`src/rtl/core/tvbb_pkg.sv`:
```
package tvbb_pkg;

  // configuration registers
  localparam int NUM_REGS  = 6;
  localparam int CFG_IDX_W = 3;
  localparam int CFG_W     = 64;

  // Q16.16 limits
  localparam logic signed [31:0] Q_MAX = 32'sh7FFF_FFFF;
  localparam logic signed [31:0] Q_MIN = 32'sh8000_0000;

  // queue of transformed points between front and back
  localparam int MID_DEPTH = 8;
  localparam int MID_AW    = $clog2(MID_DEPTH);
  localparam int MID_CW    = $clog2(MID_DEPTH + 1);

  // result queue
  localparam int OUT_DEPTH = 2;
  localparam int OUT_AW    = $clog2(OUT_DEPTH);
  localparam int OUT_CW    = $clog2(OUT_DEPTH + 1);

  typedef struct packed {
    logic signed [31:0] vertex_x;
    logic signed [31:0] vertex_y;
    logic signed [31:0] vertex_z;
    logic signed [31:0] vertex_w;
    logic               last_vertex;
  } vertex_t;

  typedef struct packed {
    logic signed [31:0] box_min_x;
    logic signed [31:0] box_min_y;
    logic signed [31:0] box_min_z;
    logic signed [31:0] box_max_x;
    logic signed [31:0] box_max_y;
    logic signed [31:0] box_max_z;
  } box_t;

  // one transformed vertex: coord[0..2] = x, y, z
  typedef struct packed {
    logic [2:0][31:0] coord;
    logic             last;
  } point_t;

  // point queue status
  typedef struct packed {
    logic not_empty;
    logic full;
  } q_stat_t;

  // matrix reset: identity rotation, zero translation
  function automatic logic [CFG_W-1:0] cfg_reset(input logic [CFG_IDX_W-1:0] idx);
    logic [CFG_W-1:0] val;
    case (idx)
      3'd0:    val = 64'h0000_0000_0001_0000;
      3'd2:    val = 64'h0001_0000_0000_0000;
      3'd5:    val = 64'h0000_0000_0001_0000;
      default: val = '0;
    endcase
    return val;
  endfunction

  // signed add, saturated to 32 bits
  function automatic logic signed [31:0] sat_add(input logic signed [31:0] a,
                                                 input logic signed [31:0] b);
    logic [32:0] s;
    s = {a[31], a} + {b[31], b};
    if (s[32] != s[31]) return s[32] ? Q_MIN : Q_MAX;
    return $signed(s[31:0]);
  endfunction

  // Q16.16 rescale of a full product: floor shift by 16, then saturate
  function automatic logic signed [31:0] qscale(input logic signed [63:0] p);
    logic [47:0] sh;
    sh = p[63:16];
    if ((&sh[47:31]) || !(|sh[47:31])) return $signed(sh[31:0]);
    return sh[47] ? Q_MIN : Q_MAX;
  endfunction

endpackage

```
`src/rtl/core/tvbb_point_q.sv`:
```
module tvbb_point_q (
  input  logic              clk,
  input  logic              rst,
  input  logic              wr,
  input  tvbb_pkg::point_t  din,
  input  logic              rd,
  output tvbb_pkg::point_t  dout,
  output tvbb_pkg::q_stat_t stat
);
  import tvbb_pkg::*;

  point_t            mem [MID_DEPTH];
  logic [MID_AW-1:0] wr_ptr, rd_ptr;
  logic [MID_CW-1:0] count;

  // storage
  always_ff @(posedge clk) begin
    if (wr) begin
      mem[wr_ptr] <= din;
    end
  end

  // pointers and fill count
  always_ff @(posedge clk) begin
    if (rst) begin
      wr_ptr <= '0;
      rd_ptr <= '0;
      count  <= '0;
    end else begin
      if (wr) wr_ptr <= wr_ptr + 1'b1;
      if (rd) rd_ptr <= rd_ptr + 1'b1;
      count <= count + MID_CW'(wr) - MID_CW'(rd);
    end
  end

  assign dout           = mem[rd_ptr];
  assign stat.not_empty = (count != '0);
  assign stat.full      = (count == MID_CW'(MID_DEPTH));

endmodule

```
`config.mk`:
```
export PLATFORM = sky130hd
export DESIGN_NAME = tvbb_point_q
export DESIGN_NICKNAME = d
export VERILOG_FILES = /design/src/rtl/core/tvbb_pkg.sv /design/src/rtl/core/tvbb_point_q.sv
export SDC_FILE = /design/constraint.sdc
export NUM_CORES = 1
export LEC_CHECK = 0
export ABC_AREA = 0
export ABC_CLOCK_PERIOD_IN_PS = 17400
export BUFFER_PORTS_ARGS = -buffer_cell sky130_fd_sc_hd__buf_2
export CAP_MARGIN = 20
export CORE_ASPECT_RATIO = 1.1
export CORE_MARGIN = 2
export CORE_UTILIZATION = 55
export CTS_BUF_LIST = sky130_fd_sc_hd__clkbuf_4
export CTS_CLUSTER_DIAMETER = 120
export CTS_CLUSTER_SIZE = 25
export DETAILED_ROUTE_END_ITERATION = 8
export GPL_TIMING_DRIVEN = 0
export PLACE_DENSITY = 0.74
export SLEW_MARGIN = 20
export SYNTH_ARGS = -nofsm -noshare
export SYNTH_HDL_FRONTEND = slang
export SYNTH_SLANG_ARGS = --single-unit
```
`constraint.sdc`:
```
create_clock -name clk -period 17.4 [get_ports clk]
set_input_delay 1.74 -clock clk [delete_from_list [all_inputs] [get_ports clk]]
set_output_delay 1.74 -clock clk [all_outputs]
set_load 0.05 [all_outputs]
```
Word-level counts from Yosys, hierarchy flattened. Memory sizes are Yosys's and may differ from the RTL's. A register that Yosys moved wholly into a read port is not among the register bits. Index checks and enable logic that the tools add are counted.

Bits in registers: 10. Memory bits (writable): 776. Bits of input ports: 101. Output and inout port bits: 99. Memories kept: 1.

Memories: mem (words 8, width 97, read ports 1, clocked after memory_dff 1, write ports 1, RTL line tvbb_point_q.sv:12) `point_t mem [MID_DEPTH];`.

$add $sub $neg: 4. Equal/unequal tests: 1. Mux-type cells: 4. Reductions and logical operators: 1.

Operators with widths (count): adder 3 x 1 -> 3 bit (second input constant) (2); two-way mux 3 bit (2); adder 4 x 1 -> 4 bit (1); equality test 4 bit (second input constant) (1); nonzero test 4 bit (1); subtractor 4 x 1 -> 4 bit (1); two-way mux 1 bit (2).

Longest topological paths before layout. Gate-level depths: netlist of run 1.

Word-level depth: 3. Mapped depth: 8.

Least setup slack after synthesis of run 1. OpenSTA, ideal clock, no wires.

Path kind: input to register. From: input port wr. To: memory mem[0][0] (netlist bit) (enable). Library setup time: 0.672 ns. Data arrival time: 8.396 ns. Data required time: 16.728 ns. Path slack: 8.332 ns. Stages: 2. Buffers on the path: 0. Cell sequence: nand2b_1 nor3_1.

Word-level cells in the longest chain between the ends: 2.

RTL lines: from (decl) (RTL line tvbb_point_q.sv:4) `input logic wr,`; two-way mux 1 bit (RTL line tvbb_point_q.sv:18) `if (wr) begin`; two-way mux 1 bit (implied by the code) (RTL line tvbb_point_q.sv:19) `mem[wr_ptr] <= din;`; to (decl) (RTL line tvbb_point_q.sv:12).

Every way passes these cells.

==> results of run 1 <==
routing by layer:
metal  vias to the layer above  global-route usage  routed length (microns)
li1                       5640                   -                        -
met2                       344              0.3476                    29360
met3                        66             0.03729                     2991
met1                      7151              0.3000                    24530
met4                        14             0.04266                      854
met5                         -                   0                       80
cells in the mapped netlist:
master                       n  area [sq um]
sky130_fd_sc_hd__mux2_2     97          1092
sky130_fd_sc_hd__nor2b_1     1         6.260
sky130_fd_sc_hd__buf_2      13         65.06
sky130_fd_sc_hd__fa_1        1         20.02
sky130_fd_sc_hd__edfxtp_1  776         23300
sky130_fd_sc_hd__ha_1        8         100.1
sky130_fd_sc_hd__a21oi_1     2         10.01
sky130_fd_sc_hd__a31o_2      1         8.760
sky130_fd_sc_hd__nor2_1     16         60.06
sky130_fd_sc_hd__buf_6      18         202.7
sky130_fd_sc_hd__mux2i_1     2         20.02
sky130_fd_sc_hd__mux4_2    194          4369
sky130_fd_sc_hd__buf_1       9         33.78
sky130_fd_sc_hd__dfxtp_1    13         260.3
sky130_fd_sc_hd__inv_1       7         26.28
sky130_fd_sc_hd__and3_1      1         6.260
sky130_fd_sc_hd__nand3_1     2         10.01
sky130_fd_sc_hd__nand2b_1    4         25.02
sky130_fd_sc_hd__xnor2_1     2         17.52
sky130_fd_sc_hd__nand2_1     4         15.01
sky130_fd_sc_hd__nor3_1      2         10.01
sky130_fd_sc_hd__xor2_1      3         26.28
sky130_fd_sc_hd__clkbuf_1   16         60.06
worst register-to-register path, delay by kind of cell, from the launching register on:
family / cells / cell delay, ns
AND/OR/NAND/NOR: 2 / 0.73
flip-flops: 1 / 0.42
buffers and inverters: 5 / 0.97
cells by family after synthesis:
logic type | Yosys count | share of synthesized area
adders and majority gates | 9 | 0.004038
muxes | 293 | 0.1843
xor gates and xnor gates | 5 | 0.001472
buffers and inverters | 63 | 0.01304
and+or+nand+nor | 30 | 0.004459
DFF | 789 | 0.7921
AOI/OAI and AO/OA | 3 | 0.0006310
power by group:
| group | switching [mW] | internal [mW] |
|---|---|---|
| logic | 0.307 | 0.172 |
| registers | 0.0119 | 2.14 |
| clock network | 0.499 | 0.115 |
worst min-delay path by stage:
stage                          from   endpoint  slack [ns]  cells past startpoint
final                     rd_ptr[2]  flip-flop        0.58                      2
after global routing      rd_ptr[2]  flip-flop        0.62                      2
after CTS                 wr_ptr[2]  wr_ptr[2]        0.58                      2
after detailed placement  wr_ptr[2]  wr_ptr[2]        0.52                      2
after global placement    wr_ptr[2]  wr_ptr[2]        0.51                      2
after floorplan           rd_ptr[2]  flip-flop        0.48                      2
through the flow:
step                  util  cells  total power [mW]
floorplan                -   1192             2.535
detailed placement  0.6104   2180             2.677
finish              0.6169   2228             3.242
global placement    0.5910   2119             2.667
global route        0.6169   2227             3.350
CTS                 0.6167   2224             3.268
area by class of cell:
cell class,instances,area share
Clock inverter,1,0.0004923
Buffer,56,0.01094
Tap cell,728,0.02757
Timing Repair Buffer,260,0.05994
Clock buffer,43,0.009769
Inverter,7,0.0007952
Multi-Input combinational cell,340,0.1771
Sequential cell,789,0.7131
Antenna cell,4,0.0003029
sequential cells by signal, summed over array words and instances (netlist names), named ones only:
signal / flops
rd_ptr: 3
wr_ptr: 3
mem: 776
count: 4
==> impl.org, run 1 <==
** Setup path
- The most critical setup path has its endpoint at dout[95].
- Largest stage delay, worst path :: between 0.6 and 0.7 ns
- Cell count along the critical path :: 6
- STA classifies the critical path endpoint as a primary output.
- Origin of the critical flop-to-flop path :: wr_ptr[2]
- The worst register-to-register path has a depth of 7.
- The largest individual stage delay along the critical path comes from the cell sky130_fd_sc_hd__clkbuf_1.
- The setup path with the least slack is of type reg2out.
- CP Launch Type :: flip-flop
- Worst-path fanout max :: 10
- Worst EP arrival :: around 3.4 ns
- Capture instance of the worst register-to-register path :: mem[4][60]
- Data required time at the worst endpoint :: roughly 16 ns
- On the critical path the largest part of the delay comes from buffers and inverters.
- Traced cell by cell, the critical path runs through buf_2, clkbuf_1, buf_2, mux4_2, mux2_2, buf_2.
- Worst path buffer plus inverter count :: 4
- The cell that appears most often on the critical path is sky130_fd_sc_hd__buf_2.
- Internal reg-to-reg setup slack :: between 15 and 20 ns

** Routing
- Routed vias/inst :: about 6
- WL final :: 57810 microns
- For this run, the detailed router's first-pass iteration total came to 6.
- For this run, design rule violations remaining after detail routing come to 0.
- Total vias in the final route :: between 10k and 15k
- Average routed wire per standard cell :: 25.95 microns
- The first routing iteration left around 1.3k violations.
- The detail route stage leaves a number of antenna-violating nets equal to 0.

** Floorplan
- Die Width :: ~230 microns
- The initial utilization of the core area, before any placement, comes to 0.5554.
- In this run the standard cell core region covers ~54000 sq um.
- Die area :: approximately 56000 sq um
- Row generation in the floorplan step produced 89 rows.
- 200 I/O pins were placed.
- Measured along the y axis, the die boundary spans 247.9 microns.

** STA
- The number of hold violations in the final report is 0.
- Setup repair after global routing missed its margin :: false
- Slew Viols, Final :: 0
- Final setup fails :: 0
- Largest clock skew in the final design :: around 0.037 ns
- Post-layout minimum cycle time :: around 5.1 ns
- Setup total negative slack on the finished layout was measured at 0 ns.
- Of the available clock period, the critical path in the final layout requires 0.2925.
- After layout, the worst setup slack is between 10 and 15 ns.
- Final-layout worst hold slack :: slightly below 0.6 ns
- Worst slew slack as a fraction of its limit :: 0.4190
- At the pin with the least slew margin, the transition time is between 0.8 and 0.9 ns.
- Max frequency :: 196.5 MHz

** Clocking
- Post-CTS repair changed the size of 0 cells.
- The longest clock path from root to sink contains 3 buffers.
- Buffer count from post-CTS setup fixing :: 0
- Number of buffers added by the clock tree synthesis step :: 37
- After clock tree synthesis, the clock-pin slew on the worst setup and hold paths is between 0.2 and 0.25 ns.
- Root Buffer Master :: sky130_fd_sc_hd__clkbuf_4
- TritonCTS built the clock tree.
- In this run, post-CTS hold repair placed 0 buffers.
- Clock Sink Count :: 789
- For the worst-skew pair, the clock arrives at the later sink with an insertion delay of 0.85 ns.
- H-tree Lvls :: 2

** Cells and area
- The sequential cells in the finished layout cover a total of between 20000 and 25000 sq um.
- After the last flow step, the layout net total stands at around 1.6k.
- Compared with the post-synthesis result, the final layout area differs by 11.08%.
- Final std cell area, no fill :: between 30000 and 40000 sq um
- Most frequent standard cell in the layout excluding fill and tap cells :: sky130_fd_sc_hd__edfxtp_1
- Share of cells above drive strength 1 :: 0.4245
- Total area of multi-input combinational cells :: ~5900 sq um
- Commonest cells after routing, fill and taps aside :: sky130_fd_sc_hd__edfxtp_1, sky130_fd_sc_hd__buf_2, sky130_fd_sc_hd__mux4_2, sky130_fd_sc_hd__mux2_2, sky130_fd_sc_hd__clkbuf_4
- The layout has roughly 3.6k filler cells.

** Synthesis
- When the netlist entered floorplanning its net count stood at approximately 1.3k.
- The cell area that synthesis handed to floorplanning was 29750 sq um.
- After technology mapping, the gate count stands at about 1.2k.
- In this run the mean area of a mapped cell was around 25 sq um.
- Warnings from Yosys :: 0
- Sequential cell area fraction in the yosys report :: 0.7921
- Yosys mapped the design onto 23 distinct sky130hd cell types.
- After synthesis the netlist holds a flip-flop and latch count of about 790.

** Run
- Number of violations of the max-capacitance limit :: 0

** Global routing
- Global routing usage summed across all routing layers :: 0.2101
- Number of antenna violations at the first check in global routing :: 10
- Largest net degree at the start of global routing :: 27
- First-pass GRT wire length :: around 85000 microns
- Via count of the first global-routing pass :: around 14k
- Global route total overflow :: 0

** Power and ir drop
- For this design the ratio of total power to cell area is 98.11 nW/um^2.
- VDD sags by at most slightly below 0.00007 V.
- The analysis attributes to cell leakage a power of a little over 10 nW.

** Run status
- Run status :: completed

** Placement
- At the end of routability-driven placement, the weighted congestion stood at around 0.72.
- During placement, the flow inserted port buffers numbering around 200.
- Post-Place Worst Slack :: roughly 13 ns
- Total cell area at the placement stage :: approximately 33000 sq um
- Sum of net half-perimeters after detailed placement :: between 30000 and 40000 microns

** Hold path
- Worst hold path type :: reg2reg
Power figures use the tool's default switching activity.
==> run 2: changes to the inputs <==
- ABC_CLOCK_PERIOD_IN_PS: 17400 -> 4600
- PLACE_DENSITY: 0.74 -> 0.76
- clock period: 17.4 -> 4.6 ns (I/O delays scaled with it)
==> impl.org, run 2 (synthesis gave the netlist of run 1 again) <==
** Routing
- Dividing the detail-routed wire length by the instance count gives between 20 and 30 microns.
- Before antenna repair, the detailed router went through 5 iterations.
- For this block, the initial DRC count from the detailed router was between 1k and 1.5k.
- The final layout contains routed wiring with a total length of approximately 58000 microns.
- The final route contains between 10k and 15k vias.
- Dividing the detail-routed via count by the number of cells gives 5.797.
- Post-DRT Antenna Nets :: 0
- DRC errors left :: 0

** STA
- Hold is met by 0.3998 ns.
- Static timing analysis puts the maximum clock frequency at around 270 MHz.
- Setup violations remaining at the end of the flow were counted as 0.
- The max-slew violation total from the final report came to 0.
- Worst slew slack as a fraction of its limit :: 0.4389
- The number of hold violations in the final report came to 0.
- Post-layout minimum cycle time :: roughly 3.8 ns
- Transition time of the tightest slew-check pin :: 0.8417 ns
- Fraction of the cycle the final worst path needs :: 0.8174
- Setup repair after global routing left no endpoint under its margin.
- The clock arrives with 0.04267 ns of skew.

** Global routing
- First-pass GRT wire length :: 86730 microns
- The initial antenna violation count came to 5.
- Summed over all layers, the global routing overflow is 0.
- For this run, the total global-route usage over all layers was measured as 0.2131.
- Entering global routing, the biggest net connects 27 pins.
- The via count of the first global-routing pass is approximately 14k.

** Setup path
- Origin of the critical flop-to-flop path :: wr_ptr[2]
- Together, buffers and inverters on the worst path number 4.
- Most frequent CP cell :: sky130_fd_sc_hd__buf_2
- Crit path cell chain :: buf_2, clkbuf_1, buf_2, mux4_2, mux2_2, buf_2
- The kind of cell with the highest combined delay along the critical path is buffers and inverters.
- Data required time at the worst endpoint :: roughly 4.1 ns
- The endpoint identified for the worst register-to-register timing path is mem[4][63].
- Critical-path top delay cell :: sky130_fd_sc_hd__clkbuf_1
- STA classifies the critical path startpoint as a flip-flop.
- Worst EP arrival :: ~3.3 ns
- By startpoint and endpoint, the worst setup path is classified as reg2out.
- For flop-to-flop paths, the worst setup slack is between 1.5 and 2 ns.
- Counting cells, the worst reg-to-reg path comes to 8.
- Worst-path fanout max :: 10
- Largest stage delay, worst path :: 0.65 ns
- Worst Setup End Kind :: primary output

** Power and ir drop
- Of the total power, registers draw 0.658.
- The share of total power dissipated in combinational logic is 0.154.
- Switching share of power :: 0.2505
- In this run the power density over the cells is ~360 nW/um^2.
- The completed layout was analyzed and its total power is 12.36 mW.
- Static leakage :: roughly 11 nW
- Design internal power :: ~9 mW
- Of the total power, the clock network draws 0.188.
- In this run the power spent charging and discharging nets is around 3.1 mW.
- Worst vdd rail ir drop :: between 0.0003 and 0.0004 V

** Cells and area
- The largest registers in the layout are mem: 776 flops, count: 4 flops.
- Leaving out fill and tap cells, the most frequent cell in the layout is sky130_fd_sc_hd__edfxtp_1.
- Number of nets in the finished design :: 1694
- From synthesis to final layout, the design area changed by 15.22%.
- In the layout the commonest cells are sky130_fd_sc_hd__edfxtp_1, sky130_fd_sc_hd__buf_2, sky130_fd_sc_hd__mux4_2, sky130_fd_sc_hd__dlygate4sd3_1, sky130_fd_sc_hd__mux2_2.
- The register with the most flip-flops in the layout has 776 of them.
- Of the cells placed in the final design, the portion with a size suffix greater than 1 is 0.3964.
- The register with the most flip-flops in the final layout is mem.
- The filler cells instantiated in the layout total about 3.5k.

** Floorplan
- After floorplanning, the core was divided into between 80 and 90 placement rows.
- Starting density of the core :: 0.5554
- Top-Level Pins :: 200
- The region available for standard cell placement spans ~54000 sq um.
- Die Y-Extent :: 247.9 microns
- Die Width :: around 230 microns
- The floorplan step defined a die boundary enclosing around 56000 sq um.

** Placement
- Input/output buffers :: 199
- Final estimated routing congestion in global placement :: between 0.7 and 0.8
- Sum of net half-perimeters after detailed placement :: 38480 microns

** Hold path
- The path with the worst hold slack has its endpoint at mem[0][10].
- Min-Delay Startpoint :: din[10]
- The worst hold path passes through 2 cells.
- The path class of the tightest hold or removal check is in2reg.

** Run status
- Run status :: completed

** Run
- The tool flagged a number of max-cap violations equal to 0.

** Clocking
- Maximum buffer depth of the clock tree :: 3
- TritonCTS created 37 clock buffers.
- Root Buffer Master :: sky130_fd_sc_hd__clkbuf_4
- The clock net in this run drives a total of 789 sinks.
- Worst-Skew Late Latency :: roughly 0.84 ns
- Clock-pin slew on the worst setup and hold paths :: 0.22 ns
- TritonCTS built the clock tree.
- The H-tree generated during clock tree synthesis spans 2 levels.
## run 2: cell count changes in the layout (fill, tap and decap cells not counted), sizes merged
cell / delta
clkbuf: +2
dlygate4sd3: +100
inv: +1
buf: -7
diode: -2
## run 2: metal layers
layer  GRT usage  vias up  part of all wire
li1            -     5833                 -
met3     0.03788       50             0.063
met2      0.3526      426              0.50
met5           0        -           0.00065
met1      0.3078     7146              0.42
met4     0.03584        6             0.012
## run 2: worst max path at each step
| stage | start | endpoint | depth (start not counted) |
|---|---|---|---|
| floorplan | wr | mem[1][0] | 2 |
| global placement | wr | mem[5][61] | 3 |
| detailed placement | wr | mem[4][61] | 9 |
| CTS | flip-flop | dout[50] | 6 |
| global route | flip-flop | dout[51] | 6 |
| finish | flip-flop | dout[45] | 6 |
## run 2: per-stage QoR
step | TNS (ns) | util | instance area [sq um] | worst slack (ns) | std cells
after floorplan | -322.78 | - | 29760 | -0.5800 | 1192
after global placement | -3304.71 | 0.5912 | 31670 | -4.915 | 2119
after detailed placement | 0 | 0.6144 | 32910 | 1.551 | 2173
after CTS | 0 | 0.6398 | 34270 | 0.5972 | 2320
after global routing | 0 | 0.6399 | 34270 | 0.5966 | 2322
final | 0 | 0.6399 | 34270 | 0.8399 | 2322
## run 2: worst reg2reg max path: stages (launching register included)
cell                      delay [ns]
sky130_fd_sc_hd__dfxtp_1        0.41
sky130_fd_sc_hd__nand2_1        0.24
sky130_fd_sc_hd__nor3_4         0.68
sky130_fd_sc_hd__buf_16         0.23
sky130_fd_sc_hd__buf_8          0.18
sky130_fd_sc_hd__buf_8          0.18
sky130_fd_sc_hd__buf_8          0.17
sky130_fd_sc_hd__buf_6          0.20
sky130_fd_sc_hd__buf_8          0.17
## run 2: area by class of cell
cell class / count / area (sq um) / share of cell area
plain buffers: 56 / 361.6 / 0.01055
well taps: 728 / 910.9 / 0.02658
flip-flops and latches: 789 / 23560 / 0.6875
clock inverters: 2 / 20.02 / 0.0005841
inverters: 7 / 26.28 / 0.0007666
diodes: 2 / 5.005 / 0.0001460
multi-input cells: 340 / 5864 / 0.1711
repair buffers: 353 / 3186 / 0.09294
clock buffers: 45 / 337.8 / 0.009857
## run 2: power groups by stage
stage | clock (mW) | sequential (mW) | combinational [mW]
floorplan | 0 | 8.30 | 1.28
global placement | 0 | 8.33 | 1.73
detailed placement | 0 | 8.29 | 1.85
CTS | 2.40 | 8.13 | 1.93
global route | 2.61 | 8.15 | 2.02
finish | 2.32 | 8.13 | 1.90
## run 2: timing repair
item                                   in CTS  in global routing
hold buffers                              100                  0
resized for setup                           0                  0
setup buffers                               0                  0
endpoints found under the hold margin     787                  0
