## src/rtl/core/tvbb_pkg.sv

```systemverilog
package tvbb_pkg;

  // configuration registers
  localparam int NUM_REGS  = 6;
  localparam int CFG_IDX_W = 3;
  localparam int CFG_W     = 64;

  // Q16.16 limits
  localparam logic signed [31:0] Q_MAX = 32'sh7FFF_FFFF;
  localparam logic signed [31:0] Q_MIN = 32'sh8000_0000;

  // queue of transformed points between front and back
  localparam int MID_DEPTH = 8;
  localparam int MID_AW    = $clog2(MID_DEPTH);
  localparam int MID_CW    = $clog2(MID_DEPTH + 1);

  // result queue
  localparam int OUT_DEPTH = 2;
  localparam int OUT_AW    = $clog2(OUT_DEPTH);
  localparam int OUT_CW    = $clog2(OUT_DEPTH + 1);

  typedef struct packed {
    logic signed [31:0] vertex_x;
    logic signed [31:0] vertex_y;
    logic signed [31:0] vertex_z;
    logic signed [31:0] vertex_w;
    logic               last_vertex;
  } vertex_t;

  typedef struct packed {
    logic signed [31:0] box_min_x;
    logic signed [31:0] box_min_y;
    logic signed [31:0] box_min_z;
    logic signed [31:0] box_max_x;
    logic signed [31:0] box_max_y;
    logic signed [31:0] box_max_z;
  } box_t;

  // one transformed vertex: coord[0..2] = x, y, z
  typedef struct packed {
    logic [2:0][31:0] coord;
    logic             last;
  } point_t;

  // point queue status
  typedef struct packed {
    logic not_empty;
    logic full;
  } q_stat_t;

  // matrix reset: identity rotation, zero translation
  function automatic logic [CFG_W-1:0] cfg_reset(input logic [CFG_IDX_W-1:0] idx);
    logic [CFG_W-1:0] val;
    case (idx)
      3'd0:    val = 64'h0000_0000_0001_0000;
      3'd2:    val = 64'h0001_0000_0000_0000;
      3'd5:    val = 64'h0000_0000_0001_0000;
      default: val = '0;
    endcase
    return val;
  endfunction

  // signed add, saturated to 32 bits
  function automatic logic signed [31:0] sat_add(input logic signed [31:0] a,
                                                 input logic signed [31:0] b);
    logic [32:0] s;
    s = {a[31], a} + {b[31], b};
    if (s[32] != s[31]) return s[32] ? Q_MIN : Q_MAX;
    return $signed(s[31:0]);
  endfunction

  // Q16.16 rescale of a full product: floor shift by 16, then saturate
  function automatic logic signed [31:0] qscale(input logic signed [63:0] p);
    logic [47:0] sh;
    sh = p[63:16];
    if ((&sh[47:31]) || !(|sh[47:31])) return $signed(sh[31:0]);
    return sh[47] ? Q_MIN : Q_MAX;
  endfunction

endpackage

```

## src/rtl/core/tvbb_back.sv

```systemverilog
module tvbb_back (
  input  logic             clk,
  input  logic             rst,
  input  logic             pt_valid,
  input  tvbb_pkg::point_t pt,
  output logic             pt_pop,
  output logic             empty,
  input  logic             pop,
  output tvbb_pkg::box_t   box
);
  import tvbb_pkg::*;

  logic signed [31:0] run_min [3];
  logic signed [31:0] run_max [3];
  logic signed [31:0] nmin [3];
  logic signed [31:0] nmax [3];

  box_t              obuf [OUT_DEPTH];
  logic [OUT_AW-1:0] owr, ord;
  logic [OUT_CW-1:0] ocount;
  logic              opush, opop;
  box_t              new_box;

  // take a point unless it closes a box and the result queue is full
  assign pt_pop = pt_valid && (!pt.last || (ocount != OUT_CW'(OUT_DEPTH)));
  assign opush  = pt_pop && pt.last;
  assign opop   = pop && !empty;

  // per-axis compare against the running bounds
  always_comb begin
    for (int i = 0; i < 3; i++) begin
      nmin[i] = ($signed(pt.coord[i]) < run_min[i]) ? $signed(pt.coord[i]) : run_min[i];
      nmax[i] = ($signed(pt.coord[i]) > run_max[i]) ? $signed(pt.coord[i]) : run_max[i];
    end
  end

  // accumulators, re-armed after each box
  always_ff @(posedge clk) begin
    if (rst) begin
      for (int i = 0; i < 3; i++) begin
        run_min[i] <= Q_MAX;
        run_max[i] <= Q_MIN;
      end
    end else if (pt_pop) begin
      for (int i = 0; i < 3; i++) begin
        run_min[i] <= pt.last ? Q_MAX : nmin[i];
        run_max[i] <= pt.last ? Q_MIN : nmax[i];
      end
    end
  end

  always_comb begin
    new_box.box_min_x = nmin[0];
    new_box.box_min_y = nmin[1];
    new_box.box_min_z = nmin[2];
    new_box.box_max_x = nmax[0];
    new_box.box_max_y = nmax[1];
    new_box.box_max_z = nmax[2];
  end

  // result queue
  always_ff @(posedge clk) begin
    if (opush) begin
      obuf[owr] <= new_box;
    end
  end

  always_ff @(posedge clk) begin
    if (rst) begin
      owr    <= '0;
      ord    <= '0;
      ocount <= '0;
    end else begin
      if (opush) owr <= owr + 1'b1;
      if (opop)  ord <= ord + 1'b1;
      ocount <= ocount + OUT_CW'(opush) - OUT_CW'(opop);
    end
  end

  assign empty = (ocount == '0);
  assign box   = obuf[ord];

endmodule

```

## config.mk

```make
export PLATFORM = sky130hd
export DESIGN_NAME = tvbb_back
export DESIGN_NICKNAME = d
export VERILOG_FILES = /design/src/rtl/core/tvbb_pkg.sv /design/src/rtl/core/tvbb_back.sv
export SDC_FILE = /design/constraint.sdc
export NUM_CORES = 1
export LEC_CHECK = 0
export CORE_MARGIN = 2
export CORE_UTILIZATION = 25
export CTS_BUF_LIST = sky130_fd_sc_hd__clkbuf_2
export DETAILED_ROUTE_END_ITERATION = 10
export DONT_BUFFER_PORTS = 1
export PLACE_DENSITY = 0.39
export SKIP_CTS_REPAIR_TIMING = 1
export SLEW_MARGIN = 20
export SYNTH_ARGS = -nofsm -noshare
export SYNTH_HDL_FRONTEND = slang
export SYNTH_SLANG_ARGS = --single-unit
```

## constraint.sdc

```tcl
create_clock -name clk -period 11 [get_ports clk]
set_input_delay 1.1 -clock clk [delete_from_list [all_inputs] [get_ports clk]]
set_output_delay 1.1 -clock clk [all_outputs]
set_load 0.01 [all_outputs]
```

# Word-level counts from Yosys, hierarchy flattened
# Memory sizes are Yosys's and may differ from the RTL's. A register that Yosys moved wholly into a read port is not among the register bits.
# Cells that the tools add are included.
[totals] regBits=4 word_cells=57 out_inout_bits=194 ram_bits=576 mem_count=3 inputBits=101
[op_classes] mux=27 reduce_logical=7 n_eq_ne=1 order_cmp=6 add_sub_neg=4 bitwise_logic=6
[mem_list] memory="obuf" depth=2 width=192 rd=1 rd_clocked_by_memory_dff=1 write_ports=1 line_no="tvbb_back.sv:18" source="box_t obuf [OUT_DEPTH];"
[mem_list] memory="run_max" depth=3 width=32 rd=3 rd_clocked_by_memory_dff=0 write_ports=3 line_no="tvbb_back.sv:14" source="logic signed [31:0] run_max [3];"
[mem_list] memory="run_min" depth=3 width=32 rd=3 rd_clocked_by_memory_dff=0 write_ports=3 line_no="tvbb_back.sv:13" source="logic signed [31:0] run_min [3];"
[op_table] op="two-way mux 32 bit" n=18
[op_table] op="greater-than comparator 32 bit" n=3
[op_table] op="< comparator 32 bit" n=3
[op_table] op="two-way mux 1 bit" n=9
[op_table] op="bitwise OR 1 bit" n=6
[op_table] op="logical AND 1 bit" n=3
[op_table] op="adder 1 bit, second input constant" n=2
[op_table] op="adder 2 x 1 -> 2 bit" n=1
[op_table] op="zero test 1 bit" n=2
[op_table] op="zero test 2 bit" n=1
[op_table] op="inequality test 2 bit, second input constant" n=1
[op_table] op="subtractor 2 x 1 -> 2 bit" n=1
[op_table] op="logical OR 1 bit" n=1

# Longest topological paths before layout
# Gate-level depths: netlist of the first run.
[logic_depth] word_depth=7 ltp_mapped=11 mapped_depth_nobuf=9

# Worst setup path after synthesis of the first run
# No wires, ideal clock.
[synth_path] path_kind="in2reg" start="input port pt_valid" end="memory obuf[0][0] in the netlist's numbering, enable pin" required_ps=10252 path_buffers=0 arrival_time_ps=9604 setup_time_ps=748 slack_ps=648 stages=4 path_cell_list="inv_1 > a31oi_1 > nand2_1 > nor2_1"
[synth_between] elab_chain_len=4
[synth_lines] item="start, declared" line_no="tvbb_back.sv:4" source="input logic pt_valid,"
[synth_lines] item="logical AND 1 bit" line_no="tvbb_back.sv:25" source="assign pt_pop = pt_valid && (!pt.last || (ocount != OUT_CW'(OUT_DEPTH)));"
[synth_lines] item="net pt_pop" line_no="tvbb_back.sv:6" source="output logic pt_pop,"
[synth_lines] item="logical AND 1 bit" line_no="tvbb_back.sv:26" source="assign opush = pt_pop && pt.last;"
[synth_lines] item="two-way mux 1 bit" line_no="tvbb_back.sv:63" source="if (opush) begin"
[synth_lines] item="two-way mux 1 bit (not written as such)" line_no="tvbb_back.sv:64" source="obuf[owr] <= new_box;"
[synth_lines] item="end, declared" line_no="tvbb_back.sv:18"
# The timed path passes the listed nets, and every way through them passes these cells.

==> results of run 1 <==
cell usage after synthesis, types with 24 or more instances:
master	count
inv_1	197
nand4_1	24
a21oi_1	71
nand2_1	232
clkbuf_1	72
mux2i_1	162
ha_1	191
o311ai_0	30
o31ai_1	31
edfxtp_1	576
buf_2	24
mux2_2	341
o21ai_0	54
nor2_1	155
worst reg2reg max path: stages (launching register included):
cell and delay (ns):
edfxtp_1 0.38, inv_1 0.05, ha_1 0.37, nand4_1 0.15
nor4bb_1 0.72, o32ai_1 0.31, a21oi_4 0.83, buf_4 0.70
mux2_2 0.49
registers in the layout, summed over array words and instances, names as in the netlist, named ones only:
| name | count |
|---|---|
| owr | 1 |
| ord | 1 |
| obuf | 384 |
| run_max | 96 |
| ocount | 2 |
| run_min | 96 |
final cells by class:
cell class | count | area share
Inverter | 197 | 0.02124
Multi-Input combinational cell | 1437 | 0.3397
Clock buffer | 239 | 0.03436
Sequential cell | 581 | 0.4999
Timing Repair Buffer | 122 | 0.03487
Antenna cell | 9 | 0.0006470
Tap cell | 1612 | 0.05794
Clock inverter | 65 | 0.01136
cells by family (layout without fill, tap and decap cells):
logic type               after synthesis  in the layout  share of synthesized area
AO/OA/AOI/OAI                        264            264                    0.05759
XOR/XNOR                               4              4                   0.001153
other                                  0              9                          0
multiplexers                         514            514                     0.1839
AND/OR/NAND/NOR                      464            464                    0.06426
adder cells (fa/ha/maj)              191            191                    0.07863
buffers and inverters                312            623                    0.04211
flip-flops                           581            581                     0.5724
power breakdown:
part / switching (mW) / internal [mW] / leakage (nW)
logic: 0.854 / 0.546 / 6.80
clock network: 1.01 / 0.691 / 1.18
registers: 0.0732 / 2.66 / 5.34
total: 1.94 / 3.90 / 13.3
worst min-delay path by stage:
| stage | to | slack [ns] | depth (start not counted) |
|---|---|---|---|
| floorplan | flip-flop | 0.48 | 2 |
| CTS | ocount[1] | -0.74 | 1 |
| global placement | flip-flop | 0.50 | 2 |
| finish | run_min[0][31] | 0.21 | 4 |
| detailed placement | flip-flop | 0.50 | 2 |
| global route | run_min[0][31] | -0.03 | 4 |
through the flow:
stage / utilization / power, mW / instance area (um2) / hold WS (ns) / cells
floorplan: - / 3.799 / 30390 / 0.4813 / 2330
global placement: 0.2677 / 4.173 / 32200 / 0.5021 / 3850
detailed placement: 0.2677 / 4.187 / 32200 / 0.4966 / 3850
CTS: 0.2810 / 5.970 / 33800 / -0.7394 / 4154
global route: 0.2894 / 6.234 / 34810 / -0.02645 / 4261
finish: 0.2894 / 5.843 / 34810 / 0.2133 / 4262
per-layer routing:
metal	vias up	GRT usage	wire length [um]	share of wire
li1	9076	-	-	-
met5	-	0	0	0
met2	438	0.2098	40510	0.47
met3	133	0.05102	5651	0.065
met4	0	0.04923	1724	0.020
met1	9289	0.1616	38680	0.45
==> impl_results.md, run 1 <==
* Crit Path Class: flip-flop to output port
* Reg-to-reg endpoint: obuf[1][94]
* Pre-Repair DR Iteration Count at 5
* Port Buffers at 0
* Hold Crit Class: primary input to flip-flop
* Yosys reg bits at 581
* Layout Skew at 0.1026 ns
* Leak at 13.31 nW
* Yosys cell types at 64
* Clock sink total at 581
* Initial antenna violation count at 4
* Cells along the critical path: buf_12 -> buf_4 -> mux2_2
* Worst reg2reg path depth at 8
* Die ar. at 0.1244 mm2
* RSZ-0062 raised after global routing: no
* FILL cells at 12,340
* Fin crit period at 5.126 ns
* Largest net degree at the start of global routing at 147
* Final hold vios at 0
* Worst path max stage delay at 0.71 ns
* Placer Congestion at 0.7555
* Seq/Total Area, Yosys at 0.5724
* CTS tree: yes
* Rows at 127
* Commonest non-fill, non-tap cell in the layout: edfxtp_1
* H-Tree Depth at 4
* Max-cap violations at 0
* Vias in the first global route at 19,238
* DRC viols at 0
* I/O pin count at 295
* Arrival time at the worst endpoint at 4.03 ns
* CP delay by family, top: buffers and inverters
* Hold Crit Start: pt[31]
* Achievable Freq at 0.1951 GHz
* DP HPWL at 53,060 um
* Crit path capture: box[65]
* Place WS at 5.883 ns
* Longest Clk Path Bufs at 3
* ANT nets after route at 0
* Crit start category: flip-flop
* Synth top area cells: edfxtp_1 57%, mux2_2 13%, ha_1 7.9%, mux2i_1 5.3%, nand2_1 2.9%
* DR vias at 18,936
* Buf/Inv on CP at 2
* Async SR Flop Fraction at 0
* Final-stage net count at 2,805
* Area delta synth->final at 14.53%
* Outcome: finished clean
* Global-route wire length before repair at 123,800 um
* Reg area at 0.01740 mm2
* Slew Viols, Final at 0
* Multi-input logic area at 0.01183 mm2
* Critical-path top delay cell: buf_4
* Final WL at 86,570 um
* Final Setup Violations at 0
* CTS clock-pin slew for the worst setup and hold paths at 0.11 ns
* Gr usage total at 0.1321
* Critical path depth at 3
* 1st-iter DRT viols at 1,016
* CTS Buf Count at 174
* Synth Net Count at 2,622
* Synth area leader: edfxtp_1
* Setup crit end kind: output port
* GRT overflow at 0
* Syn Inst Count at 2,330
* Synth top area share at 0.5691
* Reg2Reg Setup Slack at 6.68 ns
* CP Max Fanout at 135
* Syn_area_per_cell at 13.04 um2
* Relative slew slack at 0.2590
* Initial core utilization at 0.2527
* Fraction of layout cells with a size suffix above 1 at 0.2431
* Post-synth EDFFs at 576
* Cell area after synthesis at 0.03039 mm2
* Worst skew pair latency at 1.57 ns
* Fin crit share at 0.4660
* Worst Path Required at 9.90 ns
* Power Density at 167.8 mW/mm2
* Core area at 0.1203 mm2
* Root Driver: clkbuf_2
* VDD IR-drop max at 97.58 uV
* Total negative slack at 0 ns
* Die width at 352.7 um
* Ys Warns at 0
* Via-to-Cell Ratio at 4.443
* Commonest cells after routing, fill and taps aside: 576 x edfxtp_1, 341 x mux2_2, 239 x clkbuf_2
* Worst slew pin tran at 1.111 ns
* Routed len/inst at 20.31 um
* Worst R2R Start: run_max[0][31]
* Dominant synthesized flop cell: edfxtp_1
* Die H at 352.7 um
* PnR worst setup slack at 5.874 ns
Power figures use the tool's default switching activity.
==> run 2: changes to the inputs <==
- ABC_AREA: default -> 1
- PLACE_DENSITY: 0.39 -> 0.41
- clock period: 11 -> 4.5 ns (I/O delays scaled with it)
==> run 2 against run 1 <==
Compared with the run above: area after synthesis shrank 3.8%; routed wire length grew 6.5%; synthesized cell count up 16%; first-iteration DRC count increased by 11%; critical endpoint is now run_min[0][83]; sequential power grew to 2.5 times the previous value; via count up 8.9%; largest cell class unchanged; clock power rose to 2.6 times the previous value; clock skew down 0.0068 ns; highest routed layer is now met5; critical path depth up 14; count of clock-buffer cells in the layout up 2.
==> impl_results.md, run 2 <==
* Post-route cell area at 0.03602 mm2 (was 0.03481 mm2)
* Final Setup Violations at 0 (unchanged)
* Non-Filler Instances at 4,786 (was 4,262)
* Fin crit share at 0.9138
* Async SR Flop Fraction at 0 (unchanged)
* Gr usage total at 0.1420 (was 0.1321)
* Power Density at 426.1 mW/mm2 (was 167.8 mW/mm2)
* DP HPWL at 56,830 um (was 53,060 um)
* Yosys reg bits at 581 (unchanged)
* Combinational share of power at 0.261 (was 0.240)
* Switch share at 0.3420 (was 0.3322)
* Cell area after synthesis at 0.02922 mm2 (was 0.03039 mm2)
* Area delta synth->final at 23.25% (was 14.53%)
* Outcome: finished clean (unchanged)
* Syn Inst Count at 2,698 (was 2,330)
* Final hold vios at 0 (unchanged)
* Layout Skew at 0.09581 ns (was 0.1026 ns)
* Arrival time at the worst endpoint at 5.27 ns (was 4.03 ns)
* Pre-Repair DR Iteration Count at 7 (was 5)
* Synth area leader: edfxtp_1 (unchanged)
* Slew Viols, Final at 0 (unchanged)
* Worst skew pair latency at 1.43 ns (was 1.57 ns)
* Largest net degree at the start of global routing at 107 (was 147)
* Max reg flops at 384 (unchanged)
* Port Buffers at 0 (unchanged)
* CP Max Fanout at 13 (was 135)
* Biggest register: obuf (unchanged)
* Rows at 125 (was 127)
* Post-synth EDFFs at 576 (unchanged)
* Die H at 345.9 um (was 352.7 um)
* Max-cap violations at 0 (unchanged)
* Placer Congestion at 0.7493 (was 0.7555)
* Most common cell in the netlist: nand2_1 (was edfxtp_1)
* Longest Clk Path Bufs at 3 (unchanged)
* Clock share of power at 0.292 (about the same)
* Routed len/inst at 19.27 um (was 20.31 um)
* RSZ-0062 raised after global routing: no (unchanged)
* Dominant synthesized flop cell: edfxtp_1 (unchanged)
* Initial antenna violation count at 9 (was 4)
* ANT nets after route at 0 (unchanged)
* Placed Cells at 4,160 (was 3,850)
* Largest registers: obuf x384, run_max x96, run_min x96 (unchanged)
* Syn_area_per_cell at 10.83 um2 (was 13.04 um2)
* Die ar. at 0.1196 mm2 (was 0.1244 mm2)
* Via-to-Cell Ratio at 4.310 (was 4.443)
* Core area at 0.1160 mm2 (was 0.1203 mm2)
* I/O pin count at 295 (unchanged)
* P_int at 10.10 mW (was 3.902 mW)
* CTS tree: yes (unchanged)
* Root Driver: clkbuf_2 (unchanged)
* Global-route wire length before repair at 126,500 um (was 123,800 um)
* 1st-iter DRT viols at 1,126 (was 1,016)
* Fin crit period at 4.112 ns
* Worst Hold Slack at 0.1020 ns (was 0.2133 ns)
* Core Util, Final at 0.3104 (was 0.2894)
* Fraction of layout cells with a size suffix above 1 at 0.1569 (was 0.2431)
* Final WL at 92,230 um (was 86,570 um)
* Seq/Total Area, Yosys at 0.5953 (was 0.5724)
* DR vias at 20,630 (was 18,936)
* H-Tree Depth at 4 (unchanged)
* Leak at 15.44 nW (was 13.31 nW)
* Yosys cell types at 28 (was 64)
* Setup crit end kind: flip-flop (was output port)
* Most frequent cells after synthesis: 672 x nand2_1, 576 x edfxtp_1, 436 x inv_1 (was 576 x edfxtp_1, 341 x mux2_2, 232 x nand2_1)
* CTS Buf Count at 172 (was 174)
* Post-DP Area at 0.03118 mm2 (was 0.03220 mm2)
* Synth top area share at 0.5919 (was 0.5691)
* Clock sink total at 581 (unchanged)
* Total power draw at 15.35 mW (was 5.843 mW)
* DRC viols at 0 (unchanged)
* Worst slew pin tran at 1.016 ns (was 1.111 ns)
* PnR worst setup slack at 0.3878 ns (was 5.874 ns)
* Crit Path Class: flip-flop to flip-flop (was flip-flop to output port)
* Commonest cells after routing, fill and taps aside: 669 x nand2_1, 576 x edfxtp_1, 436 x inv_1 (was 576 x edfxtp_1, 341 x mux2_2, 239 x clkbuf_2)
* Vias in the first global route at 19,730 (was 19,238)
* VDD IR-drop max at 193.6 uV (was 97.58 uV)
* Relative slew slack at 0.3211 (was 0.2590)
* Hold Crit Class: primary input to flip-flop (unchanged)
* Place WS at 1.215 ns (was 5.883 ns)
* CTS clock-pin slew for the worst setup and hold paths at 0.10 ns (was 0.11 ns)
* Die width at 345.9 um (was 352.7 um)
* Synth Net Count at 2,990 (was 2,622)
* Achievable Freq at 0.2432 GHz
* Seq pwr share at 0.448 (was 0.469)
* Worst Path Required at 5.66 ns (was 9.90 ns)
* Crit start category: flip-flop (unchanged)
* GRT overflow at 0 (unchanged)
* Commonest non-fill, non-tap cell in the layout: nand2_1 (was edfxtp_1)
* Synth top area cells: edfxtp_1 59%, nand2_1 8.6%, ha_1 8.2%, mux2_2 7.4%, inv_1 5.6% (was edfxtp_1 57%, mux2_2 13%, ha_1 7.9%, mux2i_1 5.3%, nand2_1 2.9%)
* P_sw at 5.249 mW (was 1.941 mW)
* Initial core utilization at 0.2518 (was 0.2527)
* Final-stage net count at 3,411 (was 2,805)
* Ys Warns at 0 (unchanged)
* Total negative slack at 0 ns (unchanged)
==> run 2: cell count changes in the layout (fill, tap and decap cells not counted), sizes merged, moves of 33 or more <==
cell	previous run	this run
nand2	232	672
inv	200	439
dlygate4sd3	99	309
mux2i	162	0
mux2	352	192
nand3	7	128
nand4	24	111
o21ai	54	21
==> run 2: power groups by stage <==
stage / Sequential (mW) / Clock (mW) / Combinational, mW
finish: 6.87 / 4.48 / 4.00
global placement: 6.99 / 0 / 3.75
global route: 6.93 / 4.98 / 4.50
detailed placement: 7.00 / 0 / 3.75
CTS: 6.88 / 4.74 / 3.76
floorplan: 6.98 / 0 / 2.58
==> run 2: kinds of logic after synthesis <==
group,Yosys count,synth area share
and+or+nand+nor,1077,0.1557
DFF,581,0.5953
buffers and inverters,532,0.07043
muxes,192,0.07398
adders and majority gates,191,0.08177
AOI/OAI and AO/OA,124,0.02256
xor gates and xnor gates,1,0.0002998
==> run 2: worst max-delay path, cell delays in order, from the launching register on <==
cell and delay (ns):
edfxtp_1 0.39, inv_1 0.08, ha_1 0.24, a21oi_1 0.16, nor2_1 0.06, nor3_1 0.13
nand2_1 0.13, nand2_1 0.07, dlygate4sd3_1 0.54, nand2_1 0.08, nand2_1 0.12, nand2_1 0.08
nand2_1 0.08, nand2_1 0.37, nand2_1 0.16, dlygate4sd3_1 0.58, nand3_1 0.07, dlygate4sd3_1 0.57
==> run 2: layout make-up <==
cell class	count	area (um2)
diodes	6	15.01
fillers	12110	80030
clock buffers	241	1206
clock inverters	70	528.0
well taps	1524	1907
flip-flops and latches	581	17400
multi-input cells	1585	9803
repair buffers	342	3516
inverters	437	1643
==> run 2: final timing paths <==
check / start / endpoint / slack, ns / cells past startpoint
min reg2reg: ord / flip-flop / 0.44 / 1
max reg2reg: run_min[0][69] / run_min[0][83] / 0.39 / 17
max: run_min[0][69] / run_min[0][83] / 0.39 / 17
min: pt[53] / obuf[0][159] / 0.10 / 11
==> run 2: layer usage <==
layer  GRT usage  up-vias  share of wire
met5           0        -        0.00029
met2      0.2383      555           0.47
met1      0.1607     9827           0.44
li1            -    10080              -
met3     0.06202      164          0.067
met4     0.04821        4          0.022
